File: src/hdl/assert_macros.svh
// Assertion shorthands shared by the RTL files.
`ifndef ASSERT_MACROS_SVH
`define ASSERT_MACROS_SVH

// Check on every clock edge outside reset.
`define HVRR_ASSERT(label, prop, msg) \
  label: assert property (@(posedge clk) disable iff (!rst_n) prop) else $error(msg);

// Check on every clock edge, reset included.
`define HVRR_ASSERT_ALWAYS(label, prop, msg) \
  label: assert property (@(posedge clk) prop) else $error(msg);

`endif

File: src/hdl/hvrr_pkg.sv
package hvrr_pkg;

  localparam int SECTOR_W       = 48;
  localparam int BYTES_W        = 24;
  localparam int COUNTER_W      = 64;
  localparam int NUM_COUNTERS   = 16;
  localparam int CNT_IDX_W      = 4;
  localparam int CFG_IDX_W      = 4;
  localparam int SECTOR_SHIFT   = 9;
  localparam int SECTOR_WIDTH_DEFAULT = 48;

  // First sector of the group descriptor region.
  localparam logic [SECTOR_W-1:0] GDT_START = 48'd8;

  // Register reset values.
  localparam logic [SECTOR_W-1:0] DATA_START_RST   = 48'd19922944;
  localparam logic [SECTOR_W-1:0] RESERVE_START_RST = 48'd15728640;
  localparam logic [SECTOR_W-1:0] JOURNAL_START_RST = 48'd15466496;
  localparam logic [SECTOR_W-1:0] ITABLE_START_RST  = 48'd67800;
  localparam logic [SECTOR_W-1:0] IBITMAP_START_RST = 48'd38000;
  localparam logic [SECTOR_W-1:0] BBITMAP_START_RST = 48'd8200;
  localparam logic [SECTOR_W-1:0] REMAP_OFFSET_RST  = 48'd262144;
  localparam logic [1:0]          DISCARD_SUPPORT_RST = 2'd0;

  typedef enum logic [CFG_IDX_W-1:0] {
    REG_DATA_START      = 4'd0,
    REG_RESERVE_START   = 4'd1,
    REG_JOURNAL_START   = 4'd2,
    REG_ITABLE_START    = 4'd3,
    REG_IBITMAP_START   = 4'd4,
    REG_BBITMAP_START   = 4'd5,
    REG_REMAP_OFFSET    = 4'd6,
    REG_DISCARD_SUPPORT = 4'd7
  } cfg_reg_t;

  typedef enum logic [1:0] {
    KIND_FORWARD = 2'd0,
    KIND_FLUSH   = 2'd1,
    KIND_DONE    = 2'd2,
    KIND_COUNTER = 2'd3
  } kind_t;

  typedef enum logic [2:0] {
    REGION_SUPER   = 3'd0,
    REGION_GDT     = 3'd1,
    REGION_BBITMAP = 3'd2,
    REGION_IBITMAP = 3'd3,
    REGION_ITABLE  = 3'd4,
    REGION_JOURNAL = 3'd5,
    REGION_RESERVE = 3'd6,
    REGION_DATA    = 3'd7
  } region_t;

  // Up to two byte-counter updates per cycle (a split touches two counters).
  typedef struct packed {
    logic                 en_a;
    logic [CNT_IDX_W-1:0] idx_a;
    logic [BYTES_W-1:0]   bytes_a;
    logic                 en_b;
    logic [CNT_IDX_W-1:0] idx_b;
    logic [BYTES_W-1:0]   bytes_b;
  } cnt_upd_t;

endpackage

File: src/hdl/hvrr_counters.sv
`include "assert_macros.svh"

module hvrr_counters (
  input  logic                                 clk,
  input  logic                                 rst_n,
  input  hvrr_pkg::cnt_upd_t                   upd,
  input  logic [hvrr_pkg::CNT_IDX_W-1:0]       rd_idx,
  output logic [hvrr_pkg::COUNTER_W-1:0]       rd_data
);

  logic [hvrr_pkg::NUM_COUNTERS-1:0][hvrr_pkg::COUNTER_W-1:0] cnt_r;
  logic [hvrr_pkg::NUM_COUNTERS-1:0][hvrr_pkg::COUNTER_W-1:0] cnt_nxt;

  // Each counter adds whatever of the two updates addresses it.
  always_comb begin
    logic [hvrr_pkg::BYTES_W:0] inc;
    for (int i = 0; i < hvrr_pkg::NUM_COUNTERS; i++) begin
      inc = '0;
      if (upd.en_a && upd.idx_a == hvrr_pkg::CNT_IDX_W'(i)) begin
        inc = inc + {1'b0, upd.bytes_a};
      end
      if (upd.en_b && upd.idx_b == hvrr_pkg::CNT_IDX_W'(i)) begin
        inc = inc + {1'b0, upd.bytes_b};
      end
      cnt_nxt[i] = cnt_r[i] + hvrr_pkg::COUNTER_W'(inc);
    end
  end

  always_ff @(posedge clk) begin
    if (!rst_n) begin
      cnt_r <= '0;
    end else begin
      cnt_r <= cnt_nxt;
    end
  end

  assign rd_data = cnt_r[rd_idx];

  `HVRR_ASSERT_ALWAYS(a_cnt_clear, !rst_n |=> cnt_r == '0, "counters not cleared by reset")
  `HVRR_ASSERT(a_cnt_idle, !upd.en_a && !upd.en_b |=> $stable(cnt_r), "counter moved without update")
  `HVRR_ASSERT(a_cnt_split, upd.en_b |-> upd.en_a && upd.idx_b[3:1] == hvrr_pkg::REGION_DATA && upd.idx_a[3:1] != hvrr_pkg::REGION_DATA, "bad split counter update")

endmodule

File: config.mk
export PLATFORM = sky130hd
export DESIGN_NAME = hvrr_counters
export DESIGN_NICKNAME = d
export VERILOG_FILES = /design/src/hdl/hvrr_pkg.sv /design/src/hdl/hvrr_counters.sv
export VERILOG_INCLUDE_DIRS = /design/src /design/src/hdl
export SDC_FILE = /design/constraint.sdc
export NUM_CORES = 2
export LEC_CHECK = 0
export BUFFER_PORTS_ARGS = -buffer_cell sky130_fd_sc_hd__buf_2
export CORE_ASPECT_RATIO = 0.8
export CORE_UTILIZATION = 55
export CTS_CLUSTER_DIAMETER = 40
export DETAILED_ROUTE_END_ITERATION = 8
export PLACE_DENSITY = 0.71
export SLEW_MARGIN = 15
export SYNTH_ARGS = -nofsm -noshare
export SYNTH_HDL_FRONTEND = slang
export SYNTH_SLANG_ARGS = --single-unit
File: constraint.sdc
create_clock -name clk -period 11.8 [get_ports clk]
set_input_delay 2.36 -clock clk [delete_from_list [all_inputs] [get_ports clk]]
set_output_delay 2.36 -clock clk [all_outputs]
set_load 0.05 [all_outputs]
# [Word level (Yosys, flattened, before mapping)]
# Index checks and enable logic that the tools add are counted.
# W data, S select, Z words.
[word_totals] regBits=1024
[op_classes] mux=34 addsub=32 n_eq_ne=30 magnitude_cmp=1 reduce_logical=34
[ops] op="$add A64 B25 Y64" count=16
[ops] op="$add A25 B24 Y25" count=16
[ops] op="$mux W25" count=16
[ops] op="$mux W24" count=16
[ops] op="$bmux W64 S4" count=1
[ops] op="$eq A4 B4 Y1 const B" count=16
[ops] op="$mux W64" count=1
[ops] op="$eq A4 B3 Y1 const B" count=8
[ops] op="$logic_and A1 B1 Y1" count=32
[ops] op="$eq A4 B2 Y1 const B" count=4
[ops] op="$eq A4 B1 Y1 const B" count=2
[ops] op="$logic_not A4 Y1" count=2
[ops] op="$lt A4 B5 Y1 const B" count=1

# [Logic depth before layout (Yosys ltp)]
[depth] depth_word=6 mapped_depth=36 ltp_nobuf=29

# [Worst setup path after synthesis]
# No wires, ideal clock.
[synth_timing] path_type="input to register" start="input upd[57] (netlist bit)" end="register cnt_r[157] (netlist bit)" cell_stages=33 arrival_time_ns=8.842 path_slack_ns=2.830 t_required_ns=11.672 cell_sequence="buf_4 and3b_1 clkbuf_1 buf_2 clkbuf_1 clkbuf_1 and3_1 ha_1 fa_1 maj3_1 nand3_1 a211oi_1 a2111oi_0 a31oi_1 a221oi_1 inv_1 a21oi_1 xor2_1 o21ai_0 ha_1 a21o_1 a21o_1 a21o_1 a21o_1 a21o_1 a21o_1 a2111oi_0 o31a_1 nand3b_1 clkbuf_1 nor2_1 xnor2_1 nor2_1"
[synth_between] elab_chain_len=5
[synth_lines] item="start: declaration" line="hvrr_counters.sv:6" text="input hvrr_pkg::cnt_upd_t upd,"
[synth_lines] item="$logic_and A1 B1 Y1 *" line="hvrr_counters.sv:19" text="if (upd.en_a && upd.idx_a == hvrr_pkg::CNT_IDX_W'(i)) begin"
[synth_lines] item="$mux W24 *" line="hvrr_counters.sv:19"
[synth_lines] item="$add A25 B24 Y25" line="hvrr_counters.sv:23" text="inc = inc + {1'b0, upd.bytes_b};"
[synth_lines] item="$mux W25 *" line="hvrr_counters.sv:22" text="if (upd.en_b && upd.idx_b == hvrr_pkg::CNT_IDX_W'(i)) begin"
[synth_lines] item="$add A64 B25 Y64 *" line="hvrr_counters.sv:25" text="cnt_nxt[i] = cnt_r[i] + hvrr_pkg::COUNTER_W'(inc);"
[synth_lines] item="end signal: assignment" line="hvrr_counters.sv:33" text="cnt_r <= cnt_nxt;"
[synth_lines] item="end: declaration" line="hvrr_counters.sv:11" text="logic [hvrr_pkg::NUM_COUNTERS-1:0][hvrr_pkg::COUNTER_W-1:0] cnt_r;"
# Mark *: on every way between the ends. The rest lies on a longest branch, timed or not.
# A chain may end at the register's enable or synchronous reset.

# [Worst setup path after layout]
[layout_timing] start="input upd[57] (netlist bit)" end="register cnt_r[672] (netlist bit)"
# The elaborated chain is that of the path after synthesis.

==> run_results.csv <==
group,metric,value,unit
grt,grt_pass1_vias,79700,
timing,slew_headroom,0.1210,
hold_path,holdPathEnd,"cnt_r[447]",
die,fp.dieW,449.6,microns
timing,clock_skew,0.03115,ns
synthesis,async_flop_share,0,
grt,use_met2,0.5213,
die,die_h,360.1,microns
drt,drc_errors,0,
synthesis,synth_area,88160,sq um
timing,hold_viol,0,
layout,post-route-util,0.6068,
layout,final_nets,11600,
drt,via_count,84650,
critical_path,worst-path-buf-inv,3,
grt,grt_antenna_before_repair,21,
critical_path,worstPathArrival,10.23,ns
clock_tree,cts_resized,0,
hold_path,min_from,"cnt_r[447]",
drt,vias_per_cell,6.483,
critical_path,path_class,"in -> reg",
synthesis,ys_seq_area_frac,0.2325,
timing,holdWs,0.4695,ns
timing,period_needed,9.583,ns
critical_path,critical-path-top-delay-family,"compound AO/OA/AOI/OAI gates",
critical_path,critPathMaxFanout,69,
die,coreArea,159300,sq um
layout,drive_gt1_frac,0.09302,
timing,rsz0062_at_grt,"false",
hold_path,whs_path_depth,2,
drt,ant_nets,0,
hold_path,hp-class,"reg -> reg",
clock_tree,clockRootBuffer,"clkbuf_16",
critical_path,reg2reg_from,"cnt_r[192]",
layout,final_cell_mix,"nor2_1 (1,244), dfxtp_1 (1,024), nand2_1 (921)",
clock_tree,cts_sinks,1024,
critical_path,critPathCaptureType,"flop",
run_status,status,"complete, no violations",
synthesis,synth_ff_type,"dfxtp_1",
placed_design,place_hpwl,229.1,mm
timing,period_share,0.8121,
critical_path,critPathRequiredTime,12.44,ns
synthesis,syn_nets,11710,
synthesis,syn_area_per_cell,8.107,sq um
power,p_leak,0.04121,uW
synthesis,yosys.area_share.simple,0.2280,
layout,biggestRegsByFlops,"cnt_r: 1024 flops",
timing,maxSlewViolCount,0,
critical_path,cp_slowest_cell,"o41ai_1",
grt,grt_util_met3,0.1077,
synthesis,synth_cells,10880,
clock_tree,clk_pin_slew_worst_paths,0.06,ns
clock_tree,numCtsBuffers,173,
run,maxCapViolCount,0,
layout,largest_reg_flops,1024,
layout,regMostFlops,"cnt_r",
die,num_rows,131,
drt,wl_per_cell,23.00,microns
grt,grt_overflow,0,
grt,grt_most_used_layer,"met2",
synthesis,ys_types,107,
clock_tree,cts_setup_buffers,0,
timing,setup_viol,0,
power,ir_worst_vdd,0.1434,mV
power,powerDensity,103.7,nW/um^2
synthesis,synth-edff-count,0,
drt,dr.pass1.iters,9,
synthesis,synthMuxAreaShare,0.09080,
grt,globalRouteTotalUtil,0.3569,
layout,area_growth,9.660,%
die,ios,128,
clock_tree,clk_latency,0.81,ns
grt,grt_pass1_wl,455.0,mm
critical_path,cpPeakStageDelay,0.77,ns
grt,grt_use_met1,0.4984,
power,finalPower,10020,uW
timing,setup_tns,0,ns
clock_tree,cts_tree,"built",
critical_path,cp-start-kind,"input port",
clock_tree,cts_max_path_buffers,3,
critical_path,rr_endpoint,"cnt_r[226]",
die,start_util,0.5533,
clock_tree,hold_buffers,0,
synthesis,synth_top_family_by_area,"simple AND/OR/NAND/NOR gates",
drt,drt_iter0_drc,9984,
layout,layout_commonest_cell,"nor2_1",
synthesis,ys_ff_latch,1024,
synthesis,synthAdderAreaFrac,0.1158,
critical_path,r2r_setup_slack,6.97,ns
clock_tree,htreeDepth,4,
placed_design,routabilityCongestion,1.030,
grt,grt_max_degree,204,
timing,tightest_slew,1.311,ns
timing,max_freq,104.4,MHz
synthesis,synth_compound_area_frac,0.1839,
drt,drt-total-wl,300.3,mm
die,die_area,161900,sq um
synthesis,synth_xor_area_frac,0.1142,
critical_path,rr_worst_depth,15,
placed_design,port_buffers,127,
synthesis,yosysWarnings,0,
## worst reg2reg max path, delay by kind of cell (launching register included)
family | cells | cell delay, ns
flip-flops | 1 | 0.31
buffers and inverters | 1 | 0.21
adder cells (fa/ha/maj) | 2 | 0.66
AO/OA/AOI/OAI | 9 | 2.45
AND/OR/NAND/NOR | 3 | 1.03
## final cells by class
cell class / instances / area, sq um
Antenna cell: 7 / 17.52
Clock buffer: 205 / 4663
Clock inverter: 119 / 1568
Fill cell: 13790 / 62640
Inverter: 282 / 1066
Multi-Input combinational cell: 9057 / 64680
Sequential cell: 1024 / 20500
Tap cell: 2128 / 2663
Timing Repair Buffer: 235 / 1513
## stage by stage
step                cells  worst slack, ns  area [sq um]
floorplan           10880            2.830         88160
CTS                 13050            2.384         96650
detailed placement  12730            1.599         90420
global route        13050            1.581         96660
finish              13060            2.217         96670
global placement    12730            1.641         90420
## kinds of logic after synthesis
logic type | after synthesis
simple gates | 4133
compound gates | 2576
xor+xnor | 1149
flops | 1024
fa+ha+maj | 804
buf+inv | 794
mux | 395
## Yosys cell counts (320+ instances only)
cell      count  area [sq um]
mux4_2      320          7207
nand2_1     922          3461
xor2_1      477          4178
a21o_1      326          2447
and3_1      545          3410
o21ai_0     621          3108
a21oi_1     728          3643
dfxtp_1    1024         20500
ha_1        735          9196
nor2_1     1245          4673
xnor2_1     671          5877
clkbuf_1    419          1573
## how the worst max path moves through the flow
stage | startpoint | to | slack (ns) | cells past startpoint
after CTS | upd[53] | cnt_r[171] | 2.38 | 28
after floorplan | upd[57] | cnt_r[157] | 2.83 | 33
after global routing | upd[57] | cnt_r[445] | 1.58 | 26
after global placement | upd[53] | cnt_r[171] | 1.64 | 28
final | upd[57] | cnt_r[672] | 2.22 | 29
after detailed placement | upd[53] | cnt_r[171] | 1.60 | 28
## where the power goes
part / internal, uW / switching, uW
sequential: 3500 / 32.0
clock: 3450 / 2000
combinational: 340 / 704
## metal layers
layer / share of wire / vias up
met5: 0 / -
met2: 0.41 / 4145
met4: 0.031 / 0
li1: - / 39250
met1: 0.43 / 40650
met3: 0.13 / 606
No activity file was read; power rests on OpenSTA's default activity.
